File: config.mk
export PLATFORM = sky130hd
export DESIGN_NAME = pe_mul_stage
export DESIGN_NICKNAME = d
export VERILOG_FILES = /design/src/design/poly_evaluate_defines.svh /design/src/design/pe_pkg.sv /design/src/design/pe_mul_stage.sv
export SDC_FILE = /design/constraint.sdc
export NUM_CORES = 2
export LEC_CHECK = 0
export BUFFER_PORTS_ARGS = -buffer_cell sky130_fd_sc_hd__clkbuf_2
export CAP_MARGIN = 20
export CORE_MARGIN = 5
export CORE_UTILIZATION = 40
export CTS_CLUSTER_SIZE = 25
export DETAILED_ROUTE_END_ITERATION = 12
export GPL_TIMING_DRIVEN = 0
export PLACE_DENSITY = 0.62
export SKIP_CTS_REPAIR_TIMING = 1
export SLEW_MARGIN = 0
export SYNTH_ARGS = -nofsm -noshare
export SYNTH_HDL_FRONTEND = slang
export SYNTH_SLANG_ARGS = --single-unit
File: constraint.sdc
create_clock -name clk -period 7.9 [get_ports clk]
set_input_delay 0.395 -clock clk [delete_from_list [all_inputs] [get_ports clk]]
set_output_delay 0.395 -clock clk [all_outputs]
set_load 0.01 [all_outputs]
File: src/design/poly_evaluate_defines.svh
// Assertion macros shared by the poly_evaluate RTL.
// Each macro samples on clk; the first one is masked while rst is high.
`ifndef POLY_EVALUATE_DEFINES_SVH
`define POLY_EVALUATE_DEFINES_SVH

// Check a property outside of reset.
`define PE_ASSERT(label, prop, msg) \
  label: assert property (@(posedge clk) disable iff (rst) prop) else $error(msg);

// Check a property at every edge, reset included.
`define PE_ASSERT_ALWAYS(label, prop, msg) \
  label: assert property (@(posedge clk) prop) else $error(msg);

`endif

File: src/design/pe_pkg.sv
// Shared types and constants for the poly_evaluate pipeline.
// Used by every module of the block; depends on nothing.
package pe_pkg;

  localparam int COEF_REGS          = 8;
  localparam int DEFAULT_NUM_COEFFS = 8;
  localparam int Q_W                = 32;
  localparam int Q_FRAC             = 16;
  localparam int PROD_W             = 2 * Q_W;
  localparam int CFG_INDEX_W        = 4;

  typedef logic signed [Q_W-1:0] pe_q_t;

  localparam pe_q_t Q_MAX = {1'b0, {(Q_W-1){1'b1}}};
  localparam pe_q_t Q_MIN = {1'b1, {(Q_W-1){1'b0}}};

  // Horner accumulator on its way between steps.
  typedef struct packed {
    pe_q_t acc;
    pe_q_t x;
    logic  ovf;
  } pe_item_t;

  // Full-width product of one step, before rounding.
  typedef struct packed {
    logic signed [PROD_W-1:0] prod;
    pe_q_t                    x;
    logic                     ovf;
  } pe_prod_t;

endpackage

File: src/design/pe_mul_stage.sv
// First half of a Horner step: registered signed product acc * x.
// Depends on pe_pkg.
module pe_mul_stage (
  input  logic             clk,
  input  logic             rst,
  input  logic             in_valid,
  output logic             in_ready,
  input  pe_pkg::pe_item_t in_item,
  output logic             out_valid,
  input  logic             out_ready,
  output pe_pkg::pe_prod_t out_prod
);
  import pe_pkg::*;

  logic signed [PROD_W-1:0] prod_full;

  assign prod_full = in_item.acc * in_item.x;
  assign in_ready  = !out_valid || out_ready;

  always_ff @(posedge clk) begin
    if (rst) begin
      out_valid <= 1'b0;
    end else if (in_ready) begin
      out_valid <= in_valid;
    end
  end

  always_ff @(posedge clk) begin
    if (in_ready && in_valid) begin
      out_prod.prod <= prod_full;
      out_prod.x    <= in_item.x;
      out_prod.ovf  <= in_item.ovf;
    end
  end

endmodule

==> run_results.csv <==
group,metric,value,unit
synthesis,syn_nets,5307,
routing,vias,28800,
setup_path,end_kind,"flop",
setup_path,cp.required,8.15,ns
global_routing,grt_pass1_wl,202,mm
final_layout,utilization,44.6,%
synthesis,synth_edf_count,97,
synthesis,async_reset_ff_share,0,%
routing,wirelength,138,mm
floorplanning,ios,168,
global_routing,grt_pass1_vias,30900,
synthesis,syn_area,39200,um2
final_layout,fin_cells,5474,
setup_path,worstPathMaxFanout,10,
final_layout,fill_cells,9471,
final_layout,multi_input_area,32100,um2
floorplanning,die_area,104000,um2
setup_path,reg2reg_depth,3,
clock_network,cts_root_buf,"clkbuf_16",
synthesis,synth.most_common_cell,"fa_1",
setup_path,worst-setup-path-type,"input port to flop",
floorplanning,num_rows,114,
synthesis,synth.area.top_cells,"fa_1, inv_1, and2_1, edfxtp_1, ha_1",
floorplanning,die_x,323,um
final_layout,final_nets,5510,
status,violations,"setup timing",
routing,viasPerCell,5.27,
timing,relSlewSlack,31.5,%
timing,worstMarginPinSlew,1.03,ns
setup_path,startpoint,"in_item[46]",
global_routing,grt_max_degree,61,
routing,wl_per_cell,25.3,um
clock_network,cts_tree,"yes",
timing,clock_skew,0.0270,ns
final_layout,drive_above_1_share,11.4,%
clock_network,cts_buffers,9,
synthesis,ys_seq_area_share,7.48,%
floorplanning,start_util,40.4,%
run,maxCapViolCount,0,
synthesis,synthFlopType,"edfxtp_1",
setup_path,crit_end,"out_prod[94]",
floorplanning,core_area,97000,um2
routing,dr.pass1.iters,7,
setup_path,r2r-end,"out_prod[9]",
routing,drtIter0Drc,2221,
final_layout,areaGrowthSynthToFinish,10.5,%
timing,fin_crit,7.91,ns
synthesis,syn_inst,3972,
clock_network,htree_num_levels,3,
timing,hold_violations,0,
setup_path,crit_path_start_kind,"input port",
global_routing,grt_usage,27.0,%
timing,slew_viol_final,0,
hold_path,min_delay_path_depth,2,
clock_network,clock_latency,0.45,ns
hold_path,hold_class,"input port to flop",
status,status,"finished, violations left",
clock_network,path_clk_slew,0.08,ns
routing,postRouteAntennaNets,0,
placement,dp.cells,5416,
timing,finalWorstSetupSlack,-0.00512,ns
synthesis,ys_top_cells_by_count,"fa_1, inv_1, nand2_1",
global_routing,overflow,0,
synthesis,avgSynthCellArea,9.87,um2
setup_path,timing.rr.start,"out_valid",
setup_path,cp.arrival,8.16,ns
placement,routabilityCongestion,1.01,
timing,setup_viol,1,
synthesis,synth_top_cell_by_area,"fa_1",
setup_path,r2r_slack,6.15,ns
routing,post-route-drc-count,0,
timing,finalCritPeriodShare,100,%
synthesis,synth_seq_cells,98,
global_routing,antenna_found_initial,27,
synthesis,yosysWarnings,0,
timing,rsz0062_at_grt,"yes",
final_layout,ff_latch_area,2930,um2
synthesis,synth.distinct_cells,67,
timing,clock.fmax,127,MHz
placement,portBuffers,167,
placement,dp_hpwl,116,mm
floorplanning,die_h,323,um
clock_network,cts_max_path_buffers,2,
clock_network,clock_sinks,98,
synthesis,yosysTopAreaCellShare,55.3,%
critical path, cell delays in order:
cell and delay [ns]:
clkbuf_2 0.12, buf_2 0.37, and2_1 0.22, fa_1 0.43
inv_1 0.08, fa_2 0.50, fa_1 0.52, fa_1 0.51
inv_1 0.05, fa_1 0.56, fa_1 0.43, fa_1 0.51
inv_1 0.06, fa_2 0.60, inv_1 0.06, ha_2 0.39
nand4_1 0.23, or3_4 0.49, o21ai_0 0.26, a31oi_2 0.13
a2111oi_4 0.50, o21a_4 0.22, o21ai_2 0.09, a211o_1 0.29
o211ai_1 0.10
metrics by stage:
step,TNS (ns),worst slack (ns),cell area [um2],hold WS (ns)
final,-0.00512,-0.00512,43300,0.109
after detailed placement,-41.15,-1.95,41700,0.529
after global routing,-0.241,-0.0633,43200,0.101
after floorplan,0,0.298,39200,0.464
after global placement,-41.16,-1.98,41600,0.500
after CTS,-24.45,-1.51,42000,0.0764
state kept, by name (all words and copies together) (netlist names):
name,count
out_prod,97
out_valid,1
cell type report:
class	instances	share of cell area (%)
Clock buffer	9	0.520
Tap cell	1276	3.69
Multi-Input combinational cell	2705	74.1
Buffer	206	3.60
Clock inverter	7	0.176
Sequential cell	98	6.78
Timing Repair Buffer	196	2.70
Antenna cell	18	0.104
Inverter	959	8.35
logic make-up (layout without fill, tap and decap cells):
logic type	count (synthesis)	in the layout	synth area share, %
AOI/OAI and AO/OA	199	199	3.59
muxes	1	1	0.0287
DFF	98	98	7.48
other	0	18	0
adders and majority gates	1266	1266	61.1
and+or+nand+nor	1169	1169	14.9
xor gates and xnor gates	70	70	1.56
buffers and inverters	1169	1377	11.3
layer usage:
metal	up-vias	routed length [um]	GRT usage, %
li1	11900	-	-
met1	15100	50200	32.5
met2	1425	65700	44.1
met3	409	12700	7.02
met4	8	9910	15.5
met5	-	40	0
worst min-delay path by stage:
stage                   start        end
floorplan                 rst  out_valid
global placement    out_valid  out_valid
detailed placement  out_valid  out_valid
CTS                       rst  out_valid
global route              rst  out_valid
finish                    rst  out_valid
layout by cell type (no fill, tap or decap), drive strengths merged, types with 3 or more instances in the layout:
cell type  Yosys  layout
a311oi         3       3
nand2b        11      11
ha           184     184
o21a           7       7
o31ai          6       6
o211ai         5       5
nor3          14      14
a211o          5       5
a221o          3       3
a21oi         69      69
o22ai          3       3
edfxtp        97      97
a21o          29      29
nand4         10      10
xor2          25      25
nand2        522     522
inv          959     962
a221oi         3       3
nor2b          4       4
a2111oi        3       3
a31oi          4       4
nand3         20      20
o21ai         28      28
nor3b          3       3
clkinvlp       0       3
or3            5       5
xnor2         45      45
clkbuf       200     269
nor2          51      51
diode          0      18
o21bai        14      14
and2         516     516
o311ai         4       4
fa          1082    1082
and3           9       9
buf           10     142
Power is left out: the tool's default activity adds up to more than one toggle a clock period on the data nets, which glitch-free logic cannot reach.
