===== src/design/poly_evaluate_defines.svh =====
// Assertion macros shared by the poly_evaluate RTL.
// Each macro samples on clk; the first one is masked while rst is high.
`ifndef POLY_EVALUATE_DEFINES_SVH
`define POLY_EVALUATE_DEFINES_SVH

// Check a property outside of reset.
`define PE_ASSERT(label, prop, msg) \
  label: assert property (@(posedge clk) disable iff (rst) prop) else $error(msg);

// Check a property at every edge, reset included.
`define PE_ASSERT_ALWAYS(label, prop, msg) \
  label: assert property (@(posedge clk) prop) else $error(msg);

`endif


===== src/design/pe_pkg.sv =====
// Shared types and constants for the poly_evaluate pipeline.
// Used by every module of the block; depends on nothing.
package pe_pkg;

  localparam int COEF_REGS          = 8;
  localparam int DEFAULT_NUM_COEFFS = 8;
  localparam int Q_W                = 32;
  localparam int Q_FRAC             = 16;
  localparam int PROD_W             = 2 * Q_W;
  localparam int CFG_INDEX_W        = 4;

  typedef logic signed [Q_W-1:0] pe_q_t;

  localparam pe_q_t Q_MAX = {1'b0, {(Q_W-1){1'b1}}};
  localparam pe_q_t Q_MIN = {1'b1, {(Q_W-1){1'b0}}};

  // Horner accumulator on its way between steps.
  typedef struct packed {
    pe_q_t acc;
    pe_q_t x;
    logic  ovf;
  } pe_item_t;

  // Full-width product of one step, before rounding.
  typedef struct packed {
    logic signed [PROD_W-1:0] prod;
    pe_q_t                    x;
    logic                     ovf;
  } pe_prod_t;

endpackage


===== src/design/pe_acc_stage.sv =====
// Second half of a Horner step: round the product to Q16.16, add the
// coefficient and saturate. Depends on pe_pkg and poly_evaluate_defines.svh.
`include "poly_evaluate_defines.svh"

module pe_acc_stage (
  input  logic             clk,
  input  logic             rst,
  input  logic             in_valid,
  output logic             in_ready,
  input  pe_pkg::pe_prod_t in_prod,
  input  pe_pkg::pe_q_t    coef,
  output logic             out_valid,
  input  logic             out_ready,
  output pe_pkg::pe_item_t out_item
);
  import pe_pkg::*;

  localparam int Q_EXT_W = PROD_W - Q_FRAC;
  localparam int SUM_W   = Q_EXT_W + 1;
  localparam logic signed [PROD_W-1:0] HALF_LSB = PROD_W'(1) << (Q_FRAC - 1);

  logic signed [PROD_W-1:0]  rounded;
  logic signed [Q_EXT_W-1:0] q;
  logic signed [SUM_W-1:0]   sum;
  logic                      clamp_hi;
  logic                      clamp_lo;
  pe_item_t                  item_next;

  // Add half an LSB, then floor-shift: round to nearest, ties toward +inf.
  assign rounded = in_prod.prod + HALF_LSB;
  assign q       = rounded[PROD_W-1:Q_FRAC];
  assign sum     = {q[Q_EXT_W-1], q} + {{(SUM_W-Q_W){coef[Q_W-1]}}, coef};

  // Out of range when the bits above the result sign disagree with it.
  assign clamp_hi = !sum[SUM_W-1] && (|sum[SUM_W-2:Q_W-1]);
  assign clamp_lo = sum[SUM_W-1] && !(&sum[SUM_W-2:Q_W-1]);

  always_comb begin
    item_next.x   = in_prod.x;
    item_next.ovf = in_prod.ovf || clamp_hi || clamp_lo;
    if (clamp_hi) begin
      item_next.acc = Q_MAX;
    end else if (clamp_lo) begin
      item_next.acc = Q_MIN;
    end else begin
      item_next.acc = pe_q_t'(sum[Q_W-1:0]);
    end
  end

  assign in_ready = !out_valid || out_ready;

  always_ff @(posedge clk) begin
    if (rst) begin
      out_valid <= 1'b0;
    end else if (in_ready) begin
      out_valid <= in_valid;
    end
  end

  always_ff @(posedge clk) begin
    if (in_ready && in_valid) begin
      out_item <= item_next;
    end
  end

  `PE_ASSERT(a_ovf_sticky, (in_valid && in_ready && in_prod.ovf) |=> out_item.ovf, "overflow flag lost between steps")
  `PE_ASSERT(a_clamp_flags, (in_valid && in_ready && (clamp_hi || clamp_lo)) |=> (out_item.ovf && (out_item.acc == Q_MAX || out_item.acc == Q_MIN)), "saturated step without flag or limit value")

endmodule

===== config.mk =====
export PLATFORM = sky130hd
export DESIGN_NAME = pe_acc_stage
export DESIGN_NICKNAME = d
export VERILOG_FILES = /design/src/design/pe_pkg.sv /design/src/design/pe_acc_stage.sv
export VERILOG_INCLUDE_DIRS = /design/src /design/src/design
export SDC_FILE = /design/constraint.sdc
export NUM_CORES = 1
export LEC_CHECK = 0
export BUFFER_PORTS_ARGS = -buffer_cell sky130_fd_sc_hd__buf_2
export CORE_MARGIN = 8
export CORE_UTILIZATION = 30
export DETAILED_ROUTE_END_ITERATION = 7
export SYNTH_ARGS = -nofsm -noshare
export SYNTH_HDL_FRONTEND = slang
export SYNTH_SLANG_ARGS = --single-unit

===== constraint.sdc =====
create_clock -name clk -period 6 [get_ports clk]
set_input_delay 0.3 -clock clk [delete_from_list [all_inputs] [get_ports clk]]
set_output_delay 0.3 -clock clk [all_outputs]
set_load 0.02 [all_outputs]

==> flow_summary.toml <==
[pwr]
power.density_nw_per_um2 = 201
swShare_pct = 35.3
pwr-share-seq_pct = 33.5
clock_power_share_pct = 27.0
combPwrFrac_pct = 39.5
power.leakage_nw = 3.53
vdd_ir_drop_max_mv = 0.0863
internal_power_w = 0.00110
finalPower_w = 0.00169
p_switching_w = 0.000597

[timing]
timing.final.crit_share_pct = 87.2
period_needed_ns = 5.23
fmax_mhz = 191
worstMarginPinSlew_ns = 0.829
timing.slew.headroom_pct = 44.8
skew_ns = 0.00463
setup_violations = 0
setup_tns_ns = 0
rsz0062_at_grt = "no"
slew_viol_final = 0
hold_viol = 0

[critical_path]
r2r_cells = 3
critPathKind = "input port to register"
cp_data_arrival_time_ns = 5.43
worstReg2RegEnd = "out_item[53]"
critPathSlowestCell = "or3_1"
crit_chain = "buf_2, nand4_1, nor3_1, nand2_1, nor2_1, nand4_1, or3_1, nor2_1, and4_1, nand2_1, xnor2_1, ha_1, nand2_1, or3_1, a311oi_1, buf_4, mux2i_1, o21ai_1, nor3_1, nand4_1, nor4_4, or2_1, buf_12, a31o_1"
r2r_start = "out_valid"
r2r_slack_ns = 4.39
crit_required_ns = 6.20
cp-start-kind = "input port"
crit_path_start = "in_prod[52]"
crit_end = "out_item[35]"
max_stage_delay_ns = 0.46
cp_max_fo = 27
endpoint_kind = "register"

[grt]
grt_pass1_vias = 6479
grt_overflow = 0
grt_max_degree = 66
grt_pass1_wl_mm = 33.8
grt_antenna_before_repair = 0
grt_use_total_pct = 14.9

[routing]
drtIter0Drc = 331
wl_mm = 20.9
via_count = 6480
viasPerCell = 5.13
firstDrtPassIters = 4
drtAntennaViolNets = 0
wl_per_cell_um = 16.5
wl_met3_mm = 1.26
routed.top_layer = "met4"
route.layer.met1.wl_mm = 10.4
route.detailed.drc = 0
met2_length_mm = 8.89

[place]
placedInstanceArea_um2 = 8170
dp.final_hpwl_mm = 17.7
place.gp.congestion = 0.899
port_buffers = 184

[yosys]
netlist_instances = 766
synth.distinct_cells = 77
syn_area_per_cell_um2 = 8.82
ys_ff_latch = 66
synth_ff_type = "edfxtp_1"
synth_warnings = 0
syn-num-nets = 960
synth_async_sr_flop_share_pct = 0
synth_edf_count = 65
synth_area_um2 = 6750
seq_area_frac_synth_pct = 29.2

[clock_network]
numCtsBuffers = 9
ctsHoldBuffers = 0
cts_resized = 0
clock-root-buffer = "clkbuf_16"
htree_levels = 3
clkLatencyLatePin_ns = 0.32
cts_max_path_buffers = 2
cts_setup_buffers = 0
cts.sinks = 66
clkTransAtPathRegs_ns = 0.06
cts_tree = "yes"

[floorplan]
core-area_um2 = 22400
die_area_um2 = 27600
rows = 55
initial_core_util_pct = 30.2
ios = 200
die_height_um = 166
die_x_um = 166

[finish]
final_area_um2 = 8440
syn_to_final_growth_pct = 24.9
final_common_cell = "buf_2"
diodes = 0
nets = 1168
final_core_util_pct = 37.7
drive_gt1_share_pct = 27.5
final_cell_mix = "184 x buf_2, 82 x nand2_1, 65 x a21oi_1, 65 x edfxtp_1, 64 x nor2_1"

[worst_hold_path]
hold_class = "input port to register"

[status]
status = "finished clean"

[job]
maxCapViolations = 0
==> how the worst min path moves through the flow <==
stage / from / endpoint / slack [ns] / depth (start not counted)
2_1_floorplan: rst / out_valid / 0.37 / 1
3_3_place_gp: rst / out_valid / 0.46 / 2
3_5_place_dp: rst / out_valid / 0.46 / 2
4_1_cts: rst / out_valid / 0.11 / 2
5_1_grt: rst / out_valid / 0.12 / 2
6_report: rst / out_valid / 0.13 / 2
==> logic make-up (layout without fill, tap and decap cells) <==
group / count (synthesis) / after routing / synth area share, %
and+or+nand+nor: 286 / 286 / 21.9
AOI/OAI and AO/OA: 220 / 220 / 22.3
xor gates and xnor gates: 79 / 79 / 10.2
DFF: 66 / 66 / 29.2
adders and majority gates: 61 / 61 / 11.4
buffers and inverters: 48 / 261 / 4.06
muxes: 6 / 6 / 0.908
==> layer usage <==
metal / track usage (%) / vias to the layer above
li1: - / 3288
met1: 20.6 / 2964
met2: 22.9 / 203
met3: 3.26 / 25
met4: 4.07 / 0
met5: 0 / -
==> layout make-up <==
| class | count | area (µm²) |
|---|---|---|
| fillers | 2290 | 13900 |
| multi-input cells | 652 | 4510 |
| flip-flops and latches | 66 | 1970 |
| repair buffers | 227 | 1270 |
| well taps | 285 | 357 |
| clock buffers | 10 | 229 |
| inverters | 18 | 67.6 |
| clock inverters | 6 | 33.8 |
==> cells in the mapped netlist, types with 9 or more instances <==
master	count	share of area (%)
nand2_1	82	4.6
xor2_1	35	4.5
a21oi_1	65	4.8
inv_1	18	1.0
o21ai_0	28	2.1
ha_1	60	11
xnor2_1	44	5.7
nand4_1	34	3.1
o211ai_1	11	1.2
o21a_1	10	1.1
nor2_1	64	3.6
nor3_1	15	1.1
buf_4	10	1.1
nand3_1	24	1.8
buf_2	9	0.67
and4_1	9	1.2
edfxtp_1	65	29
a21o_1	36	4.0
and3_1	12	1.1
==> stage by stage <==
step	hold WS, ns	setup slack, ns	cells
after floorplan	0.369	0.895	766
after global placement	0.458	0.346	1248
after detailed placement	0.461	0.304	1248
after CTS	0.111	0.638	1264
after global routing	0.116	0.202	1264
final	0.130	0.768	1264
==> state kept, by name, summed over array words and instances, names as in the netlist <==
| signal | flops |
|---|---|
| out_valid | 1 |
| out_item | 65 |
==> power by group through the flow <==
stage | clock, W | sequential (W) | combinational, W
6_report | 0.000457 | 0.000567 | 0.000668
2_1_floorplan | 0 | 0.000619 | 0.000402
5_1_grt | 0.000494 | 0.000570 | 0.000737
3_5_place_dp | 0 | 0.000578 | 0.000661
3_3_place_gp | 0 | 0.000578 | 0.000659
4_1_cts | 0.000476 | 0.000568 | 0.000667
==> worst max-delay path, delay by kind of cell <==
family	cells	cell delay (ns)
multiplexers	1	0.17
AO/OA/AOI/OAI	3	0.53
adder cells (fa/ha/maj)	1	0.31
XOR/XNOR	1	0.13
buffers and inverters	3	0.47
AND/OR/NAND/NOR	15	3.51
No activity file was read; power rests on OpenSTA's default activity.
