[config.mk]
export PLATFORM = sky130hd
export DESIGN_NAME = pe_coef_regs
export DESIGN_NICKNAME = d
export VERILOG_FILES = /design/src/design/poly_evaluate_defines.svh /design/src/design/pe_pkg.sv /design/src/design/pe_coef_regs.sv
export SDC_FILE = /design/constraint.sdc
export NUM_CORES = 1
export LEC_CHECK = 0
export ABC_AREA = 1
export CORE_MARGIN = 4
export CORE_UTILIZATION = 43
export DETAILED_ROUTE_END_ITERATION = 8
export DONT_BUFFER_PORTS = 1
export GPL_ROUTABILITY_DRIVEN = 0
export PLACE_DENSITY = 0.57
export SYNTH_ARGS = -nofsm -noshare
export SYNTH_HDL_FRONTEND = slang
export SYNTH_SLANG_ARGS = --single-unit
[constraint.sdc]
create_clock -name clk -period 1.4 [get_ports clk]
set_input_delay 0.14 -clock clk [delete_from_list [all_inputs] [get_ports clk]]
set_output_delay 0.14 -clock clk [all_outputs]
set_load 0.1 [all_outputs]
[src/design/poly_evaluate_defines.svh]
// Assertion macros shared by the poly_evaluate RTL.
// Each macro samples on clk; the first one is masked while rst is high.
`ifndef POLY_EVALUATE_DEFINES_SVH
`define POLY_EVALUATE_DEFINES_SVH

// Check a property outside of reset.
`define PE_ASSERT(label, prop, msg) \
  label: assert property (@(posedge clk) disable iff (rst) prop) else $error(msg);

// Check a property at every edge, reset included.
`define PE_ASSERT_ALWAYS(label, prop, msg) \
  label: assert property (@(posedge clk) prop) else $error(msg);

`endif

[src/design/pe_pkg.sv]
// Shared types and constants for the poly_evaluate pipeline.
// Used by every module of the block; depends on nothing.
package pe_pkg;

  localparam int COEF_REGS          = 8;
  localparam int DEFAULT_NUM_COEFFS = 8;
  localparam int Q_W                = 32;
  localparam int Q_FRAC             = 16;
  localparam int PROD_W             = 2 * Q_W;
  localparam int CFG_INDEX_W        = 4;

  typedef logic signed [Q_W-1:0] pe_q_t;

  localparam pe_q_t Q_MAX = {1'b0, {(Q_W-1){1'b1}}};
  localparam pe_q_t Q_MIN = {1'b1, {(Q_W-1){1'b0}}};

  // Horner accumulator on its way between steps.
  typedef struct packed {
    pe_q_t acc;
    pe_q_t x;
    logic  ovf;
  } pe_item_t;

  // Full-width product of one step, before rounding.
  typedef struct packed {
    logic signed [PROD_W-1:0] prod;
    pe_q_t                    x;
    logic                     ovf;
  } pe_prod_t;

endpackage

[src/design/pe_coef_regs.sv]
// Coefficient register file written through the configuration channel.
// Depends on pe_pkg.
module pe_coef_regs #(
  parameter int NUM_COEFFS = pe_pkg::DEFAULT_NUM_COEFFS
) (
  input  logic                             clk,
  input  logic                             rst,
  input  logic                             cfg_valid,
  output logic                             cfg_ready,
  input  logic [pe_pkg::CFG_INDEX_W-1:0]   cfg_index,
  input  logic [pe_pkg::Q_W-1:0]           cfg_data,
  output pe_pkg::pe_q_t                    coef [NUM_COEFFS]
);
  import pe_pkg::*;

  assign cfg_ready = 1'b1;

  // Registers past the active count are never read: drop those writes.
  always_ff @(posedge clk) begin
    if (rst) begin
      for (int i = 0; i < NUM_COEFFS; i++) begin
        coef[i] <= '0;
      end
    end else if (cfg_valid) begin
      for (int i = 0; i < NUM_COEFFS; i++) begin
        if (cfg_index == CFG_INDEX_W'(i)) begin
          coef[i] <= pe_q_t'(cfg_data);
        end
      end
    end
  end

endmodule

==> results of run 1 <==
-- path summary, 6_finish.rpt --
kind	slack (ns)	cells after the start	endpoint	from
hold reg to reg	0.48	2	coef[61]	coef[61]
setup / recovery	0.04	1	coef[182]	coef[182]
hold / removal	0.005	4	coef[61]	cfg_data[29]
setup reg to reg	0.22	5	coef[142]	coef[142]
-- power groups by stage --
stage | logic (W) | registers, W | clock network [W]
final | 0.00249 | 0.00755 | 0.00721
after detailed placement | 0.00233 | 0.00771 | 0
after floorplan | 0.000682 | 0.00884 | 0
after CTS | 0.00249 | 0.00754 | 0.00734
after global routing | 0.00263 | 0.00756 | 0.00762
after global placement | 0.00232 | 0.00770 | 0
-- through the flow --
step	worst slack [ns]	instances	power [W]
CTS	0.0196	2087	0.0174
global route	0.00435	2088	0.0178
detailed placement	0.202	1997	0.0100
floorplan	0.120	1491	0.00952
global placement	0.228	1997	0.0100
finish	0.0417	2088	0.0172
-- routing by layer --
layer,up-vias,track usage [%],part of all wire [%]
li1,4995,-,-
met1,4380,31.6,43
met2,396,37.0,45
met3,59,6.12,9.1
met4,0,6.98,2.8
met5,-,0,0
-- cell usage in the layout, fill, tap and decap left out, types with 2 or more instances in the layout --
cell	instances
dfxtp_1	256
nor2_8	4
buf_12	16
clkinv_2	5
inv_2	2
nand4_1	64
buf_4	267
bufinv_16	2
inv_1	98
clkbuf_8	8
nand3_2	2
clkbuf_16	27
nor2_2	4
nor2_1	513
clkbuf_1	5
dlygate4sd3_1	42
nand2_1	452
-- what timing repair did --
item                       4_1_cts  5_1_grt
hold endpoints to repair       204        0
resized for setup                0        3
setup endpoints to repair        0        3
setup buffers                    0        0
hold buffers                    43        0
-- final cells by class --
cell class,instances,area (um2),share of cell area [%]
clock buffers,40,805,5.84
inverters,101,387,2.81
flip-flops and latches,256,5120,37.2
repair buffers,327,2780,20.2
multi-input cells,1043,4190,30.4
clock inverters,7,85.1,0.618
diodes,1,2.50,0.0182
well taps,313,392,2.84
-- cells by family (layout without fill, tap and decap cells) --
family                 count (synthesis)  count (layout)  synth area share (%)
flip-flops                           256             256                  50.7
AND/OR/NAND/NOR                     1042            1042                  41.2
buffers and inverters                192             475                  8.12
other                                  1               2                0.0371
==> flow_summary.toml, run 1 <==
[finish]
largest_reg_flops = 256
post-route-util_pct = 60.1
areaGrowthSynthToFinish_pct = 36.2
finalInstanceArea_um2 = 13800
drive_above_1_share_pct = 19.3
nets = 1795
fillers = 2128
largest-register = "coef"
biggestRegsByFlops = "coef: 256 flops"

[yosys]
synth_top_area_cell = "dfxtp_1"
netlist_area_um2 = 10100
synth.net_count = 1530
synth_warnings = 0
seq_area_frac_synth_pct = 50.7
synthTopCellsByCount = "nor2_1, nand2_1, dfxtp_1, inv_1, nand4_1"
yosysMostFrequentCell = "nor2_1"
synth-main-ff-cell = "dfxtp_1"
syn_avg_cell_area_um2 = 6.78
synth_async_sr_flop_share_pct = 0
synth_top_cell_area_share_pct = 50.7
ys_ff_latch = 256
yosys-top-cells-area = "dfxtp_1, nor2_1, nand2_1, nand4_1, inv_1"
synth-edff-count = 0
synthDistinctLibCells = 15
synth_cells = 1491

[timing]
finalCritPeriodShare_pct = 97.0
drv_slew = 0
hold_viol_final = 0
setup_viol = 0
min_period_ns = 1.36
whs_ns = 0.00518
tns_ns = 0
finClkSkew_ns = 0
rsz0062_at_grt = "no"
fmax_mhz = 736

[floorplan]
die_w_um = 161
initial_core_util_pct = 44.1
core_area_um2 = 22900
ios = 296
chipHeight_um = 161
dieArea_um2 = 26000
rows = 55

[setup_path]
path_max_fanout = 2
cp-end-kind = "output pin"
startpoint_type = "register"
slowest_delay_ns = 0.38
cpMaxStageDelayCell = "dfxtp_1"
crit_required_ns = 1.26
crit_arrival_ns = 1.22
cp_num_buf_inv = 1
worst_path_dominant_cell_family = "flip-flops"
cp_cell_sequence = "buf_4"
critPathKind = "reg -> out"

[routing]
drc = 0
firstDrtPassIters = 6
wl_per_cell_um = 15.3
ant_nets = 0
via_per_inst = 4.71
vias = 9830
wirelength_mm = 31.9
drt_iter0_drc = 783

[global_routing]
grt_usage_pct = 23.4
grt-ovfl-total = 0
grt_pass1_vias = 9028
grt_antenna_before_repair = 1
grt_pass1_wl_mm = 49.6
grt_max_degree = 65

[clocking]
htreeDepth = 1
cts_buffer_depth = 3
cts.sinks = 256
root_buffer = "clkbuf_16"
cts_made_buffers = 27
path_clk_slew_ns = 0.06
clk_latency_ns = 0.52
cts_tree = "built"

[placed_design]
portBuffers = 0
hpwl_mm = 22.0
placed_area_um2 = 12400

[power_and_ir_drop]
max-vdd-ir-drop_v = 0.000926
swShare_pct = 28.7
seq_power_share_pct = 43.8
leakage_nw = 6.80
switchingPower_w = 0.00494
intPower_w = 0.0123
power_density_nw_per_um2 = 1250
p_comb_share_pct = 14.4
pwr-share-clk_pct = 41.8

[status]
status = "finished, final reports clean"

[flow_run]
max_cap_violations = 0

[hold_path]
hp-class = "in -> reg"
Note: power is estimated with default switching activity, not from simulation.
==> run 2, diff against run 1 <==
--- a/config.mk
+++ b/config.mk
@@ -6,12 +6,13 @@
 export NUM_CORES = 1
 export LEC_CHECK = 0
 export ABC_AREA = 1
+export BUFFER_PORTS_ARGS = -buffer_cell sky130_fd_sc_hd__buf_4
 export CORE_MARGIN = 4
 export CORE_UTILIZATION = 43
 export DETAILED_ROUTE_END_ITERATION = 8
-export DONT_BUFFER_PORTS = 1
 export GPL_ROUTABILITY_DRIVEN = 0
-export PLACE_DENSITY = 0.57
+export PLACE_DENSITY = 0.67
+export SKIP_CTS_REPAIR_TIMING = 1
 export SYNTH_ARGS = -nofsm -noshare
 export SYNTH_HDL_FRONTEND = slang
 export SYNTH_SLANG_ARGS = --single-unit
==> run 2 against run 1 <==
Core utilization grew 0.99 points. Combinational power grew 4%. Clock power shrank 3%. Wire length shrank 0.28%. Sequential cell count is the same. Register-to-register slack is essentially flat. Critical path depth is the same. Total power shrank 0.52%. Critical path type unchanged.
==> flow_summary.toml, run 2 (synthesized netlist as in run 1, its figures left out) <==
[routing]
wl_per_cell_um = 15.0
firstDrtPassIters = 5
ant_nets = 0
via_per_inst = 4.69
drt_iter0_drc = 669
vias = 9923
drc = 0
wirelength_mm = 31.8

[timing]
hold_viol_final = 0
tns_ns = 0
finalCritPeriodShare_pct = 97.2
fmax_mhz = 735
drv_slew = 0
rsz0062_at_grt = "no"
setup_viol = 0
min_period_ns = 1.36
finClkSkew_ns = 0
whs_ns = 0.153

[setup_path]
slowest_delay_ns = 0.38
startpoint_type = "register"
critPathKind = "reg -> out"
path_max_fanout = 2
cpMaxStageDelayCell = "dfxtp_1"
crit_start = "coef[204]"
cp_num_buf_inv = 1
cp_cell_sequence = "buf_4"
crit_required_ns = 1.26
worst_path_dominant_cell_family = "flip-flops"
cp-end-kind = "output pin"
crit_arrival_ns = 1.22
r2r-start = "coef[240]"

[clocking]
clk_latency_ns = 0.53
root_buffer = "clkbuf_16"
cts_made_buffers = 27
cts_buffer_depth = 3
htreeDepth = 1
path_clk_slew_ns = 0.06
cts.sinks = 256
cts_tree = "built"

[global_routing]
grt_antenna_before_repair = 0
use_met1_pct = 30.7
grt_use_met2_pct = 36.6
grt_pass1_vias = 8938
grt-ovfl-total = 0
grt_usage_pct = 23.2
grt_pass1_wl_mm = 49.1
busiest_layer = "met2"
grt_max_degree = 65
use_met3_pct = 7.30

[hold_path]
hp-class = "in -> reg"
holdCritStartpoint = "cfg_index[0]"

[finish]
layout_commonest_cell = "nor2_1"
drive_above_1_share_pct = 20.9
largest_reg_flops = 256
biggestRegsByFlops = "coef: 256 flops"
largest-register = "coef"
areaGrowthSynthToFinish_pct = 38.4
n_antenna_cell = 0
seq_area_um2 = 5120
nets = 1827
fin_cells = 2118
mostFrequentLayoutCells = "nor2_1, nand2_1, buf_4"
fillers = 2130
multiInputGateArea_um2 = 4190

[power_and_ir_drop]
leakage_nw = 6.96
max-vdd-ir-drop_v = 0.000954
power_density_nw_per_um2 = 1230

[floorplan]
ios = 296
rows = 55
chipHeight_um = 161
dieArea_um2 = 26000
die_w_um = 161
core_area_um2 = 22900
initial_core_util_pct = 44.1

[placed_design]
portBuffers = 294
dp.cells = 2038
hpwl_mm = 22.6

[flow_run]
max_cap_violations = 0

[status]
status = "finished, final reports clean"
-- run 2: path summary, 6_finish.rpt --
check	end	slack [ns]	depth (start not counted)
worst max-delay path	coef[204]	0.04	1
worst min register to register	coef[0]	0.48	2
worst max register to register	coef[240]	0.22	5
worst min-delay path	coef[185]	0.15	6
-- run 2: per-stage QoR --
stage	util (%)	worst slack, ns	instance area (um2)	total power [W]
3_3_place_gp	55.7	0.0951	12800	0.0102
2_1_floorplan	-	0.120	10100	0.00952
6_report	61.1	0.0386	14000	0.0171
3_5_place_dp	55.7	0.0599	12800	0.0102
5_1_grt	61.1	0.00624	14000	0.0178
4_1_cts	59.5	0.00985	13600	0.0172
-- run 2: area by class of cell --
type | instances | area share (%)
Clock buffer | 43 | 5.90
Tap cell | 313 | 2.80
Sequential cell | 256 | 36.6
Clock inverter | 3 | 0.313
Inverter | 101 | 2.76
Timing Repair Buffer | 359 | 21.7
Multi-Input combinational cell | 1043 | 29.9
-- run 2: report_power, final --
part           internal, W  switching [W]  leakage [nW]  total [W]
registers          0.00745       0.000101          2.07    0.00755
clock network      0.00418        0.00284         0.428    0.00702
logic             0.000608        0.00197          4.46    0.00258
total               0.0122        0.00491          6.96     0.0171
-- run 2: layer usage --
layer / up-vias / part of all wire [%]
li1: 5055 / -
met1: 4466 / 43
met2: 349 / 45
met3: 53 / 9.6
met4: 0 / 2.7
met5: - / 0
==> run 3, diff against run 2 <==
--- a/config.mk
+++ b/config.mk
@@ -11,7 +11,7 @@
 export CORE_UTILIZATION = 43
 export DETAILED_ROUTE_END_ITERATION = 8
 export GPL_ROUTABILITY_DRIVEN = 0
-export PLACE_DENSITY = 0.67
+export PLACE_DENSITY = 0.7
 export SKIP_CTS_REPAIR_TIMING = 1
 export SYNTH_ARGS = -nofsm -noshare
 export SYNTH_HDL_FRONTEND = slang
==> run 3 against run 2 <==
Sequential share of layout area down 0.13 points. Core utilization up 0.22 points. Via count barely moved. Die area stayed put. First-iteration DRC count down 9.3%. Register-to-register slack improved by 0.49 ns. Combinational power hardly changed. Sequential cell count did not move. Critical path type unchanged.
==> flow_summary.toml, run 3 (synthesized netlist as in run 1, its figures left out) <==
[timing]
finClkSkew_ns = 0
min_period_ns = 1.36
finalCritPeriodShare_pct = 97.5
layout_setup_ws_ns = 0.0352
hold_viol_final = 0
fmax_mhz = 733
rsz0062_at_grt = "no"
drv_slew = 0
tns_ns = 0
whs_ns = 0.000659
setup_viol = 0

[routing]
via_per_inst = 4.67
wl_per_cell_um = 15.0
wirelength_mm = 31.8
firstDrtPassIters = 5
ant_nets = 0
drc = 0
drt_iter0_drc = 607
vias = 9925

[setup_path]
worst_path_dominant_cell_family = "flip-flops"
crit_required_ns = 1.26
path_max_fanout = 2
slowest_delay_ns = 0.38
r2r-start = "coef[239]"
startpoint_type = "register"
crit_arrival_ns = 1.22
cp_cell_sequence = "buf_4"
r2r-end = "coef[239]"
r2r_cells = 4
cp_num_buf_inv = 1
r2r_slack_ns = 0.71
cpMaxStageDelayCell = "dfxtp_1"
cp-end-kind = "output pin"
critPathKind = "reg -> out"

[clocking]
cts_made_buffers = 28
clk_latency_ns = 0.52
cts_buffer_depth = 3
cts_tree = "built"
cts.sinks = 256
root_buffer = "clkbuf_16"
path_clk_slew_ns = 0.06
htreeDepth = 1

[floorplan]
rows = 55
die_w_um = 161
dieArea_um2 = 26000
core_area_um2 = 22900
initial_core_util_pct = 44.1
ios = 296
chipHeight_um = 161

[power_and_ir_drop]
power_density_nw_per_um2 = 1230
leakage_nw = 6.99
max-vdd-ir-drop_v = 0.00109

[finish]
areaGrowthSynthToFinish_pct = 38.9
fin_cells = 2126
drive_above_1_share_pct = 21.2
largest_reg_flops = 256
nets = 1832
largest-register = "coef"
n_antenna_cell = 0
post-route-util_pct = 61.3
layout_commonest_cell = "nor2_1"
biggestRegsByFlops = "coef: 256 flops"
mostFrequentLayoutCells = "nor2_1, nand2_1, buf_4"

[global_routing]
grt_antenna_before_repair = 0
grt_max_degree = 55
grt_pass1_vias = 8882
grt_pass1_wl_mm = 48.5
grt_usage_pct = 22.9
grt-ovfl-total = 0

[flow_run]
max_cap_violations = 0

[hold_path]
hp-class = "in -> reg"
holdCritStartpoint = "rst"
min_to = "coef[238]"
min_path_cells = 4

[placed_design]
dp.cells = 2044
portBuffers = 294
hpwl_mm = 22.6
pre_cts_ws_ns = 0.0845

[status]
status = "finished, final reports clean"
==> run 3: cell type report <==
type | instances | area [um2]
clock buffers | 44 | 832
clock inverters | 6 | 61.3
fillers | 2055 | 8870
inverters | 101 | 387
multi-input cells | 1043 | 4190
flip-flops and latches | 256 | 5120
well taps | 313 | 392
repair buffers | 363 | 3060
==> run 3: worst max-delay path by stage <==
stage | cells past startpoint | from | to | slack, ns
after CTS | 1 | coef[192] | coef[192] | -0.003
after global routing | 1 | coef[76] | coef[76] | 0.002
final | 1 | coef[75] | coef[75] | 0.04
after detailed placement | 8 | cfg_index[3] | coef[36] | 0.08
after global placement | 8 | cfg_index[3] | coef[36] | 0.1
after floorplan | 4 | coef[239] | coef[239] | 0.12
==> run 3: metal layers <==
| metal | GRT usage, % | up-vias | wire length [um] |
|---|---|---|---|
| met2 | 36.3 | 359 | 14300 |
| met4 | 7.60 | 0 | 1100 |
| li1 | - | 5068 | - |
| met1 | 30.1 | 4430 | 13600 |
| met3 | 6.92 | 68 | 2840 |
| met5 | 0 | - | 0 |
==> run 3: per-stage QoR <==
stage / instance area, um2 / power, W
detailed placement: 12800 / 0.0102
finish: 14000 / 0.0172
floorplan: 10100 / 0.00952
CTS: 13700 / 0.0173
global route: 14000 / 0.0179
global placement: 12800 / 0.0102
==> run 3: worst register-to-register path, stage by stage, from the launching register on <==
cell and delay, ns:
dfxtp_1 0.34, inv_1 0.04, nand2_1 0.05, nand2_1 0.05, nor2_1 0.13
==> run 3: report_power, final <==
group | internal (W) | total (W) | leakage, nW | switching (W)
Clock | 0.00424 | 0.00710 | 0.435 | 0.00286
Combinational | 0.000611 | 0.00259 | 4.49 | 0.00198
Sequential | 0.00745 | 0.00755 | 2.07 | 0.0000988
Total | 0.0123 | 0.0172 | 6.99 | 0.00494
